File: src/design/rifd_pkg.sv
package rifd_pkg;

    // field widths of one transaction
    localparam int FMT_W  = 6;
    localparam int INST_W = 32;
    localparam int ADDR_W = 64;
    localparam int RD_W   = 6;
    localparam int REG_W  = 5;
    localparam int CSR_W  = 12;
    localparam int RM_W   = 3;

    // machine width and the split of the address adder
    localparam int XLEN_DEFAULT = 64;
    localparam int LO_W         = 32;
    localparam int HI_W         = ADDR_W - LO_W;

    // compressed 3-bit register fields address x8..x15
    localparam logic [1:0] CREG_HI = 2'b01;

    // format codes
    localparam logic [FMT_W-1:0] FMT_R          = 6'd0;
    localparam logic [FMT_W-1:0] FMT_I          = 6'd1;
    localparam logic [FMT_W-1:0] FMT_SHIFTI     = 6'd2;
    localparam logic [FMT_W-1:0] FMT_SHIFTIW    = 6'd3;
    localparam logic [FMT_W-1:0] FMT_S          = 6'd4;
    localparam logic [FMT_W-1:0] FMT_B          = 6'd5;
    localparam logic [FMT_W-1:0] FMT_J          = 6'd6;
    localparam logic [FMT_W-1:0] FMT_AUIPC      = 6'd7;
    localparam logic [FMT_W-1:0] FMT_LUI        = 6'd8;
    localparam logic [FMT_W-1:0] FMT_I_F        = 6'd9;
    localparam logic [FMT_W-1:0] FMT_R4_FRM     = 6'd10;
    localparam logic [FMT_W-1:0] FMT_R_FRM      = 6'd11;
    localparam logic [FMT_W-1:0] FMT_R_F        = 6'd12;
    localparam logic [FMT_W-1:0] FMT_CSRR       = 6'd13;
    localparam logic [FMT_W-1:0] FMT_CSRI       = 6'd14;
    localparam logic [FMT_W-1:0] FMT_C_LWSP     = 6'd15;
    localparam logic [FMT_W-1:0] FMT_C_SWSP     = 6'd16;
    localparam logic [FMT_W-1:0] FMT_C_LWSW     = 6'd17;
    localparam logic [FMT_W-1:0] FMT_C_J        = 6'd18;
    localparam logic [FMT_W-1:0] FMT_C_JALR     = 6'd19;
    localparam logic [FMT_W-1:0] FMT_C_B        = 6'd20;
    localparam logic [FMT_W-1:0] FMT_C_LI       = 6'd21;
    localparam logic [FMT_W-1:0] FMT_C_LUI      = 6'd22;
    localparam logic [FMT_W-1:0] FMT_C_ADDI     = 6'd23;
    localparam logic [FMT_W-1:0] FMT_C_ADDI16SP = 6'd24;
    localparam logic [FMT_W-1:0] FMT_C_ADDI4SPN = 6'd25;
    localparam logic [FMT_W-1:0] FMT_C_SLLI     = 6'd26;
    localparam logic [FMT_W-1:0] FMT_C_I        = 6'd27;
    localparam logic [FMT_W-1:0] FMT_C_SHIFTI   = 6'd28;
    localparam logic [FMT_W-1:0] FMT_C_MVADD    = 6'd29;
    localparam logic [FMT_W-1:0] FMT_C_R        = 6'd30;
    localparam logic [FMT_W-1:0] FMT_C_LDSP     = 6'd31;
    localparam logic [FMT_W-1:0] FMT_C_SDSP     = 6'd32;
    localparam logic [FMT_W-1:0] FMT_C_LDSD     = 6'd33;
    localparam logic [FMT_W-1:0] FMT_NONE       = 6'd34;

    // register fields that ride along the pipeline untouched
    typedef struct packed {
        logic [RD_W-1:0]  rd;
        logic [REG_W-1:0] rs1;
        logic [REG_W-1:0] rs2;
        logic [REG_W-1:0] rs3;
        logic [CSR_W-1:0] csr_addr;
        logic [RM_W-1:0]  round_mode;
    } regs_t;

    // what decode hands to the adder stages
    typedef struct packed {
        regs_t             regs;
        logic [ADDR_W-1:0] val;     // immediate or pc offset
        logic              add_pc;  // result is pc plus val
        logic              to_npc;  // result goes to next_pc, else to imm
    } dec_t;

endpackage

File: src/design/rifd_in_if.sv
interface rifd_in_if import rifd_pkg::*; ();

    logic              valid;
    logic              ready;
    logic [FMT_W-1:0]  format;
    logic [INST_W-1:0] inst;
    logic [ADDR_W-1:0] pc;

    modport source (output valid, output format, output inst, output pc, input ready);
    modport sink   (input valid, input format, input inst, input pc, output ready);

endinterface

File: src/design/rifd_out_if.sv
interface rifd_out_if import rifd_pkg::*; ();

    logic              valid;
    logic              ready;
    logic [RD_W-1:0]   rd;
    logic [REG_W-1:0]  rs1;
    logic [REG_W-1:0]  rs2;
    logic [REG_W-1:0]  rs3;
    logic [CSR_W-1:0]  csr_addr;
    logic [ADDR_W-1:0] imm;
    logic [ADDR_W-1:0] next_pc;
    logic [RM_W-1:0]   round_mode;

    modport source (
        output valid, output rd, output rs1, output rs2, output rs3,
        output csr_addr, output imm, output next_pc, output round_mode,
        input ready
    );
    modport sink (
        input valid, input rd, input rs1, input rs2, input rs3,
        input csr_addr, input imm, input next_pc, input round_mode,
        output ready
    );

endinterface

File: src/design/riscv_instruction_field_decoder.sv
// riscv instruction field decoder
//
// fetch channel: one transaction carries an instruction word, its pc and a
// format code picked by an earlier stage. decoded channel: one transaction
// per instruction with the register numbers, csr address, reassembled
// immediate, branch or jump target and rounding-mode field of that format.
// results leave in the same order as the instructions came in.
//
// three register stages, decode, low half of the pc adder and high half of
// the pc adder; a transaction accepted on fetch passes through them in that
// order before it shows valid on decoded. one instruction is accepted every
// cycle while the output is taken; the 64-bit pc add, cut into two 32-bit
// halves, sets the depth of the pipe.
//
// each stage holds a valid bit. a stage loads when it is empty or when the
// stage after it moves on, so bubbles close up and a receiver that stalls
// only holds the stages that are full; fetch ready drops once all three are.
// reset clears the valid bits; no transaction is lost or repeated on a stall.
module riscv_instruction_field_decoder import rifd_pkg::*; #(
    parameter int XLEN = XLEN_DEFAULT
) (
    input logic         clk,
    input logic         rst_n,
    rifd_in_if.sink     fetch,
    rifd_out_if.source  decoded
);

    localparam bit WIDE = (XLEN > 32);
    // results are xlen-bit patterns, zero above
    localparam logic [ADDR_W-1:0] XMASK = {ADDR_W{1'b1}} >> (ADDR_W - XLEN);

    // stage enables, back to front
    logic en1, en2, en3;

    logic              v1_reg, v2_reg, v3_reg;
    dec_t              s1_reg, dec_next;
    logic [ADDR_W-1:0] pc1_reg;

    // stage 2: low half of the sum done
    regs_t             regs2_reg;
    logic [ADDR_W-1:0] val2_reg;
    logic              add_pc2_reg, to_npc2_reg;
    logic [LO_W-1:0]   lo2_reg;
    logic              carry2_reg;
    logic [HI_W-1:0]   pc_hi2_reg;
    logic [LO_W:0]     lo_sum;

    // stage 3: output register
    regs_t             regs3_reg;
    logic [ADDR_W-1:0] imm3_reg, npc3_reg;
    logic [HI_W-1:0]   hi_sum;
    logic [ADDR_W-1:0] res;

    assign en3 = !v3_reg || decoded.ready;
    assign en2 = !v2_reg || en3;
    assign en1 = !v1_reg || en2;
    assign fetch.ready = en1;

    // ------------------------------------------------------------------
    // stage 1: field extraction
    // ------------------------------------------------------------------
    logic [INST_W-1:0] w;
    logic [RD_W-1:0]   ird, frd, cr42_rd, cr97_rd;
    logic [REG_W-1:0]  r1, r2, cr42, cr97;
    logic [5:0]        c6;

    assign w       = fetch.inst;
    assign frd     = {1'b0, w[11:7]};
    // integer x0 destination is flagged in the top bit
    assign ird     = (w[11:7] == 5'd0) ? 6'd32 : {1'b0, w[11:7]};
    assign r1      = w[19:15];
    assign r2      = w[24:20];
    assign c6      = {w[12], w[6:2]};
    assign cr97    = {CREG_HI, w[9:7]};
    assign cr42    = {CREG_HI, w[4:2]};
    assign cr97_rd = {1'b0, cr97};
    assign cr42_rd = {1'b0, cr42};

    always_comb
    begin
        dec_next = '0;
        case (fetch.format)
            FMT_R:
            begin
                dec_next.regs.rd  = ird;
                dec_next.regs.rs1 = r1;
                dec_next.regs.rs2 = r2;
            end
            FMT_I:
            begin
                dec_next.regs.rd  = ird;
                dec_next.regs.rs1 = r1;
                dec_next.val      = ADDR_W'($signed(w[31:20]));
            end
            FMT_SHIFTI:
            begin
                dec_next.regs.rd  = ird;
                dec_next.regs.rs1 = r1;
                dec_next.val      = WIDE ? ADDR_W'(w[25:20]) : ADDR_W'(w[24:20]);
            end
            FMT_SHIFTIW:
            begin
                dec_next.regs.rd  = ird;
                dec_next.regs.rs1 = r1;
                dec_next.val      = ADDR_W'(w[24:20]);
            end
            FMT_S:
            begin
                dec_next.regs.rs1 = r1;
                dec_next.regs.rs2 = r2;
                dec_next.val      = ADDR_W'($signed({w[31:25], w[11:7]}));
            end
            FMT_B:
            begin
                dec_next.regs.rs1 = r1;
                dec_next.regs.rs2 = r2;
                dec_next.val      = ADDR_W'($signed({w[31], w[7], w[30:25],
                                                     w[11:8], 1'b0}));
                dec_next.add_pc   = 1'b1;
                dec_next.to_npc   = 1'b1;
            end
            FMT_J:
            begin
                dec_next.regs.rd = ird;
                dec_next.val     = ADDR_W'($signed({w[31], w[19:12], w[20],
                                                    w[30:21], 1'b0}));
            end
            FMT_AUIPC:
            begin
                dec_next.regs.rd = ird;
                dec_next.val     = ADDR_W'($signed({w[31:12], 12'd0}));
                dec_next.add_pc  = 1'b1;
            end
            FMT_LUI:
            begin
                dec_next.regs.rd = ird;
                dec_next.val     = ADDR_W'($signed({w[31:12], 12'd0}));
            end
            FMT_I_F:
            begin
                dec_next.regs.rd  = frd;
                dec_next.regs.rs1 = r1;
                dec_next.val      = ADDR_W'($signed(w[31:20]));
            end
            FMT_R4_FRM:
            begin
                dec_next.regs.rd         = frd;
                dec_next.regs.rs1        = r1;
                dec_next.regs.rs2        = r2;
                dec_next.regs.rs3        = w[31:27];
                dec_next.regs.round_mode = w[14:12];
            end
            FMT_R_FRM:
            begin
                dec_next.regs.rd         = frd;
                dec_next.regs.rs1        = r1;
                dec_next.regs.rs2        = r2;
                dec_next.regs.round_mode = w[14:12];
            end
            FMT_R_F:
            begin
                dec_next.regs.rd  = frd;
                dec_next.regs.rs1 = r1;
                dec_next.regs.rs2 = r2;
            end
            FMT_CSRR:
            begin
                dec_next.regs.rd       = ird;
                dec_next.regs.rs1      = r1;
                dec_next.regs.csr_addr = w[31:20];
            end
            FMT_CSRI:
            begin
                dec_next.regs.rd       = ird;
                dec_next.regs.csr_addr = w[31:20];
                dec_next.val           = ADDR_W'(r1);
            end
            FMT_C_LWSP:
            begin
                dec_next.regs.rd = ird;
                dec_next.val     = ADDR_W'({w[3:2], w[12], w[6:4], 2'b00});
            end
            FMT_C_SWSP:
            begin
                dec_next.regs.rs2 = w[6:2];
                dec_next.val      = ADDR_W'({w[8:7], w[12:9], 2'b00});
            end
            FMT_C_LWSW:
            begin
                dec_next.regs.rd  = cr42_rd;
                dec_next.regs.rs1 = cr97;
                dec_next.regs.rs2 = cr42;
                dec_next.val      = ADDR_W'({w[5], w[12:10], w[6], 2'b00});
            end
            FMT_C_J:
            begin
                // the word's rd slot is reported as rs1 here too
                dec_next.regs.rs1 = w[11:7];
                dec_next.val      = ADDR_W'($signed({w[12], w[8], w[10:9], w[6],
                                                     w[7], w[2], w[11], w[5:3],
                                                     1'b0}));
                dec_next.add_pc   = 1'b1;
                dec_next.to_npc   = 1'b1;
            end
            FMT_C_JALR:
            begin
                // link address past a compressed instruction
                dec_next.regs.rs1 = w[11:7];
                dec_next.val      = ADDR_W'(2);
                dec_next.add_pc   = 1'b1;
                dec_next.to_npc   = 1'b1;
            end
            FMT_C_B:
            begin
                dec_next.regs.rs1 = cr97;
                dec_next.val      = ADDR_W'($signed({w[12], w[6:5], w[2],
                                                     w[11:10], w[4:3], 1'b0}));
                dec_next.add_pc   = 1'b1;
                dec_next.to_npc   = 1'b1;
            end
            FMT_C_LI, FMT_C_ADDI:
            begin
                dec_next.regs.rd = ird;
                dec_next.val     = ADDR_W'($signed(c6));
            end
            FMT_C_LUI:
            begin
                dec_next.regs.rd = ird;
                dec_next.val     = ADDR_W'($signed({c6, 12'd0}));
            end
            FMT_C_ADDI16SP:
            begin
                dec_next.val = ADDR_W'($signed({w[12], w[4:3], w[5], w[2],
                                                w[6], 4'd0}));
            end
            FMT_C_ADDI4SPN:
            begin
                dec_next.regs.rd = cr42_rd;
                dec_next.val     = ADDR_W'({w[10:7], w[12:11], w[5], w[6], 2'b00});
            end
            FMT_C_SLLI:
            begin
                dec_next.regs.rd = ird;
                dec_next.val     = ADDR_W'(c6);
            end
            FMT_C_I:
            begin
                dec_next.regs.rd = cr97_rd;
                dec_next.val     = ADDR_W'($signed(c6));
            end
            FMT_C_SHIFTI:
            begin
                dec_next.regs.rd = cr97_rd;
                dec_next.val     = WIDE ? ADDR_W'(c6) : ADDR_W'(w[6:2]);
            end
            FMT_C_MVADD:
            begin
                dec_next.regs.rd  = ird;
                dec_next.regs.rs2 = w[6:2];
            end
            FMT_C_R:
            begin
                dec_next.regs.rd  = cr97_rd;
                dec_next.regs.rs2 = cr42;
            end
            // doubleword loads and stores exist only on a 64-bit machine
            FMT_C_LDSP:
            begin
                if (WIDE)
                begin
                    dec_next.regs.rd = ird;
                    dec_next.val     = ADDR_W'({w[4:2], w[12], w[6:5], 3'd0});
                end
            end
            FMT_C_SDSP:
            begin
                if (WIDE)
                begin
                    dec_next.regs.rs2 = w[6:2];
                    dec_next.val      = ADDR_W'({w[9:7], w[12:10], 3'd0});
                end
            end
            FMT_C_LDSD:
            begin
                if (WIDE)
                begin
                    dec_next.regs.rd  = cr42_rd;
                    dec_next.regs.rs1 = cr97;
                    dec_next.regs.rs2 = cr42;
                    dec_next.val      = ADDR_W'({w[6:5], w[12:10], 3'd0});
                end
            end
            // the none format and unassigned codes leave every field zero
            default:
            begin
                dec_next = '0;
            end
        endcase
    end

    always_ff @(posedge clk or negedge rst_n)
    begin
        if (!rst_n)
        begin
            v1_reg <= 1'b0;
            v2_reg <= 1'b0;
            v3_reg <= 1'b0;
        end
        else
        begin
            if (en1)
            begin
                v1_reg <= fetch.valid;
            end
            if (en2)
            begin
                v2_reg <= v1_reg;
            end
            if (en3)
            begin
                v3_reg <= v2_reg;
            end
        end
    end

    always_ff @(posedge clk)
    begin
        if (en1 && fetch.valid)
        begin
            s1_reg  <= dec_next;
            pc1_reg <= fetch.pc;
        end
    end

    // ------------------------------------------------------------------
    // stage 2: low half of pc plus offset
    // ------------------------------------------------------------------
    assign lo_sum = {1'b0, pc1_reg[LO_W-1:0]} + {1'b0, s1_reg.val[LO_W-1:0]};

    always_ff @(posedge clk)
    begin
        if (en2 && v1_reg)
        begin
            regs2_reg   <= s1_reg.regs;
            val2_reg    <= s1_reg.val;
            add_pc2_reg <= s1_reg.add_pc;
            to_npc2_reg <= s1_reg.to_npc;
            lo2_reg     <= lo_sum[LO_W-1:0];
            carry2_reg  <= lo_sum[LO_W];
            pc_hi2_reg  <= pc1_reg[ADDR_W-1:LO_W];
        end
    end

    // ------------------------------------------------------------------
    // stage 3: high half, select and route to imm or next_pc
    // ------------------------------------------------------------------
    assign hi_sum = pc_hi2_reg + val2_reg[ADDR_W-1:LO_W] + HI_W'(carry2_reg);
    assign res    = (add_pc2_reg ? {hi_sum, lo2_reg} : val2_reg) & XMASK;

    always_ff @(posedge clk)
    begin
        if (en3 && v2_reg)
        begin
            regs3_reg <= regs2_reg;
            imm3_reg  <= to_npc2_reg ? '0 : res;
            npc3_reg  <= to_npc2_reg ? res : '0;
        end
    end

    assign decoded.valid      = v3_reg;
    assign decoded.rd         = regs3_reg.rd;
    assign decoded.rs1        = regs3_reg.rs1;
    assign decoded.rs2        = regs3_reg.rs2;
    assign decoded.rs3        = regs3_reg.rs3;
    assign decoded.csr_addr   = regs3_reg.csr_addr;
    assign decoded.round_mode = regs3_reg.round_mode;
    assign decoded.imm        = imm3_reg;
    assign decoded.next_pc    = npc3_reg;

`ifndef SYNTHESIS
    // fetch is only held off when every stage is occupied
    a_ready_full: assert property (@(posedge clk) disable iff (!rst_n)
        !fetch.ready |-> (v1_reg && v2_reg && v3_reg))
        else $error("fetch stalled with a free pipeline stage");

    // an accepted transaction always lands in stage 1
    a_accept_lands: assert property (@(posedge clk) disable iff (!rst_n)
        (fetch.valid && fetch.ready) |=> v1_reg)
        else $error("accepted transaction not captured");

    // x0 marking only ever sits on a zero register number
    a_x0_mark: assert property (@(posedge clk) disable iff (!rst_n)
        (decoded.valid && decoded.rd[RD_W-1]) |-> (decoded.rd[RD_W-2:0] == '0))
        else $error("rd x0 flag with nonzero register");

    // a format yields an immediate or a target, never both
    a_imm_npc_excl: assert property (@(posedge clk) disable iff (!rst_n)
        decoded.valid |-> ((decoded.imm == '0) || (decoded.next_pc == '0)))
        else $error("imm and next_pc both set");

    // rounding mode comes only with float formats, which carry no csr
    a_rm_no_csr: assert property (@(posedge clk) disable iff (!rst_n)
        (decoded.valid && (decoded.round_mode != '0)) |-> (decoded.csr_addr == '0))
        else $error("rounding mode alongside csr address");
`endif

endmodule

File: src/flat_wrapper.sv
// flat-port wrapper written by rule: the top's interface ports become plain ports
module riscv_instruction_field_decoder_flat import rifd_pkg::*;
#(
    parameter int XLEN = XLEN_DEFAULT
)
  (clk, rst_n, fetch_valid, fetch_format, fetch_inst, fetch_pc, fetch_ready, decoded_valid, decoded_rd, decoded_rs1, decoded_rs2, decoded_rs3, decoded_csr_addr, decoded_imm, decoded_next_pc, decoded_round_mode, decoded_ready);
  rifd_in_if fetch_i ();
  rifd_out_if decoded_i ();
  input logic clk;
  input logic rst_n;
  input wire logic [$bits(fetch_i.valid)-1:0] fetch_valid;
  input wire logic [$bits(fetch_i.format)-1:0] fetch_format;
  input wire logic [$bits(fetch_i.inst)-1:0] fetch_inst;
  input wire logic [$bits(fetch_i.pc)-1:0] fetch_pc;
  output wire logic [$bits(fetch_i.ready)-1:0] fetch_ready;
  output wire logic [$bits(decoded_i.valid)-1:0] decoded_valid;
  output wire logic [$bits(decoded_i.rd)-1:0] decoded_rd;
  output wire logic [$bits(decoded_i.rs1)-1:0] decoded_rs1;
  output wire logic [$bits(decoded_i.rs2)-1:0] decoded_rs2;
  output wire logic [$bits(decoded_i.rs3)-1:0] decoded_rs3;
  output wire logic [$bits(decoded_i.csr_addr)-1:0] decoded_csr_addr;
  output wire logic [$bits(decoded_i.imm)-1:0] decoded_imm;
  output wire logic [$bits(decoded_i.next_pc)-1:0] decoded_next_pc;
  output wire logic [$bits(decoded_i.round_mode)-1:0] decoded_round_mode;
  input wire logic [$bits(decoded_i.ready)-1:0] decoded_ready;
  assign fetch_i.valid = fetch_valid;
  assign fetch_i.format = fetch_format;
  assign fetch_i.inst = fetch_inst;
  assign fetch_i.pc = fetch_pc;
  assign fetch_ready = fetch_i.ready;
  assign decoded_valid = decoded_i.valid;
  assign decoded_rd = decoded_i.rd;
  assign decoded_rs1 = decoded_i.rs1;
  assign decoded_rs2 = decoded_i.rs2;
  assign decoded_rs3 = decoded_i.rs3;
  assign decoded_csr_addr = decoded_i.csr_addr;
  assign decoded_imm = decoded_i.imm;
  assign decoded_next_pc = decoded_i.next_pc;
  assign decoded_round_mode = decoded_i.round_mode;
  assign decoded_i.ready = decoded_ready;
  riscv_instruction_field_decoder #(.XLEN(XLEN)) u_core (.clk(clk), .rst_n(rst_n), .fetch(fetch_i), .decoded(decoded_i));
endmodule
File: config.mk
export PLATFORM = sky130hd
export DESIGN_NAME = riscv_instruction_field_decoder_flat
export DESIGN_NICKNAME = d
export VERILOG_FILES = /design/src/design/rifd_pkg.sv /design/src/design/rifd_in_if.sv /design/src/design/rifd_out_if.sv /design/src/design/riscv_instruction_field_decoder.sv /design/src/flat_wrapper.sv
export SDC_FILE = /design/constraint.sdc
export NUM_CORES = 1
export LEC_CHECK = 0
export BUFFER_PORTS_ARGS = -buffer_cell sky130_fd_sc_hd__buf_2
export CAP_MARGIN = 20
export CORE_UTILIZATION = 30
export CTS_BUF_LIST = sky130_fd_sc_hd__clkbuf_16
export CTS_CLUSTER_DIAMETER = 200
export DETAILED_ROUTE_END_ITERATION = 8
export PLACE_DENSITY = 0.58
export SYNTH_ARGS = -nofsm -noshare
export SYNTH_HDL_FRONTEND = slang
export SYNTH_SLANG_ARGS = --single-unit
File: constraint.sdc
create_clock -name clk -period 11.3 [get_ports clk]
set_clock_uncertainty 0.05 [all_clocks]
set_input_delay 1.695 -clock clk [delete_from_list [all_inputs] [get_ports clk]]
set_output_delay 1.695 -clock clk [all_outputs]
set_load 0.03 [all_outputs]
==> impl_metrics.yaml <==
detailed_routing:
  vias_per_cell: 4.90
  antenna_left: 0
  wl_per_cell_um: 19.8
  met1_length_um: 22400
  vias: 12892
  top_layer: "met4"
  post-route-drc-count: 0
  dr.pass1.iters: 7
  wl_met2_um: 25800
  wl_um: 52000
  wl_met3_um: 2630
  drtIter0Drc: 836
yosys:
  syn_area_um2: 19500
  synth_nets: 1637
  syn_inst: 1466
  syn_area_per_cell_um2: 13.3
  synth_ff_type: "edfxtp_1"
  ys_seq_elements: 436
  yosys_warnings: 0
  yosysSeqAreaShare: 0.671
  async_reset_ff_frac: 0.00688
  yosysUniqueCellTypes: 73
  synth_edf_count: 433
cells_and_area:
  nNetsFinal: 1907
  final_cells: 2629
  area_growth_pct: 19.8
  fin_area_um2: 23400
  drive_gt1_frac: 0.212
  largest_reg_flops: 70
die:
  pin_count: 272
  die-height_um: 257
  die-area_um2: 66000
  fp.dieW_um: 257
  row_count: 93
  initial_core_util: 0.303
  core_area_um2: 64300
place:
  place_congestion: 0.881
  dpl_cell_area_um2: 21800
  dp_cells: 2541
  dp_hpwl_um: 37400
  port_buffers: 269
sta:
  setup-tns-final_ps: 0
  rsz0062_at_grt: "no"
  worst_slew_pin_slew_ps: 1040
  setup_viol: 0
  max_slew_margin: 0.305
  whs_ps: 363
  max_freq_mhz: 247
  final_max_slew_viol_count: 0
  period_minus_slack_ps: 4050
  post-route-period-util: 0.359
  hold_viol_final: 0
grt:
  track_usage: 0.154
  first_global_vias: 12927
  grt_overflow: 0
  antenna_found_initial: 1
  grt_pass1_wl_um: 77000
  grt_max_degree: 78
clock_tree:
  h-tree-depth: 2
  cts_root_buf: "clkbuf_16"
  holdBufCountCts: 0
  cts_resized: 0
  insertion_delay_ps: 580
  postCtsSetupBuffers: 0
  clock_path_buffers: 3
  cts_sinks: 436
  clk_pin_slew_ps: 60
  cts_tree: "built"
  numCtsBuffers: 48
power_and_ir_drop:
  powerDensity_nw_per_um2: 190
  leakagePower_uw: 0.00903
  ir_drop_v: 0.000100
critical_path:
  crit_fanout: 3
  crit_type: "in -> out"
  cp.required_ps: 9560
  setup.worst_path.end_class: "output port"
  startpoint_type: "input port"
  worstPathArrival_ps: 2310
run_status:
  status: "finished, final reports clean"
hold_path:
  hold_class: "reg -> reg"
job:
  maxCapViolCount: 0
cell type report:
class | count | area (um2)
fill | 6148 | 41000
inverter | 22 | 82.6
clock inverter | 38 | 345
clock buffer | 49 | 1230
multi-input combinational | 945 | 6110
timing repair buffer | 283 | 1450
antenna | 1 | 2.50
tap | 855 | 1070
sequential | 436 | 13100
per-layer routing:
| layer | global-route usage | vias to the layer above |
|---|---|---|
| met2 | 0.268 | 394 |
| li1 | - | 6132 |
| met1 | 0.193 | 6289 |
| met4 | 0.0440 | 0 |
| met5 | 0 | - |
| met3 | 0.0289 | 77 |
final timing paths:
kind | from | endpoint | slack (ps) | cells after the start
worst max-delay path | decoded_ready | fetch_ready | 7250 | 4
worst min-delay path | u_core.pc1_reg[42] | u_core.pc_hi2_reg[10] | 360 | 0
worst max register to register | u_core.val2_reg[62] | u_core.decoded.imm[62] | 7360 | 11
worst min register to register | u_core.pc1_reg[42] | u_core.pc_hi2_reg[10] | 360 | 0
max in group asynchronous | rst_n | u_core.decoded.valid | 10240 | 1
min in group asynchronous | rst_n | u_core.v1_reg | 860 | 1
synth_stat cells (10+ instances only):
master    count  share of area
o21ai_0      73          0.019
xor2_1       17         0.0076
nor2_1      170          0.033
clkbuf_1     49         0.0094
a21oi_1      99          0.025
nor2b_1      16         0.0051
nand3_1      33         0.0085
buf_1        14         0.0027
ha_1         62          0.040
nand2_1      84          0.016
and2_1       39          0.013
o21ai_1      10         0.0026
a21o_1       38          0.015
a31oi_1      14         0.0045
o21bai_1     10         0.0038
inv_1        21         0.0040
a22oi_1      11         0.0042
xnor2_1      34          0.015
nand2b_1     19         0.0061
mux2i_1      38          0.020
nor3_1       18         0.0046
edfxtp_1    433           0.67
power by group:
group          internal [uW]  switching (uW)
sequential              2010            51.0
clock                    907             649
combinational            255             579
total                   3170            1280
cells in the final DEF, fill, tap and decap left out, types with 11 or more instances in the layout:
| master | netlist | routed |
|---|---|---|
| xor2_1 | 17 | 17 |
| mux2i_1 | 38 | 38 |
| and2_1 | 39 | 36 |
| nor2b_1 | 16 | 16 |
| nor2_1 | 170 | 170 |
| clkbuf_16 | 0 | 49 |
| buf_4 | 0 | 14 |
| inv_1 | 21 | 27 |
| a31oi_1 | 14 | 14 |
| a22oi_1 | 11 | 11 |
| nand2_1 | 84 | 84 |
| a21o_1 | 38 | 38 |
| a21oi_1 | 99 | 99 |
| nand2b_1 | 19 | 19 |
| ha_1 | 62 | 62 |
| xnor2_1 | 34 | 34 |
| o21ai_0 | 73 | 73 |
| nor3_1 | 18 | 18 |
| edfxtp_1 | 433 | 433 |
| buf_2 | 0 | 269 |
| nand3_1 | 33 | 33 |
kinds of logic (layout without fill, tap and decap cells):
logic type | Yosys count | in the layout | synth area share
buffers and inverters | 85 | 392 | 0.0164
muxes | 40 | 40 | 0.0207
AOI/OAI and AO/OA | 364 | 364 | 0.124
DFF | 436 | 436 | 0.671
adders and majority gates | 65 | 65 | 0.0429
other | 0 | 1 | 0
xor gates and xnor gates | 51 | 51 | 0.0229
and+or+nand+nor | 425 | 425 | 0.103
critical path, cell delays in order:
cell     delay (ps)
buf_2           110
nor2b_1         160
nand3_1         140
buf_2           200
stage by stage:
stage / power, uW / setup slack (ps) / util
after detailed placement: 2940 / 6740 / 0.339
after global placement: 2930 / 6860 / 0.339
after global routing: 4650 / 7130 / 0.363
final: 4450 / 7250 / 0.363
after CTS: 4520 / 7250 / 0.363
after floorplan: 2680 / 5150 / -
Note: power is estimated with default switching activity, not from simulation.
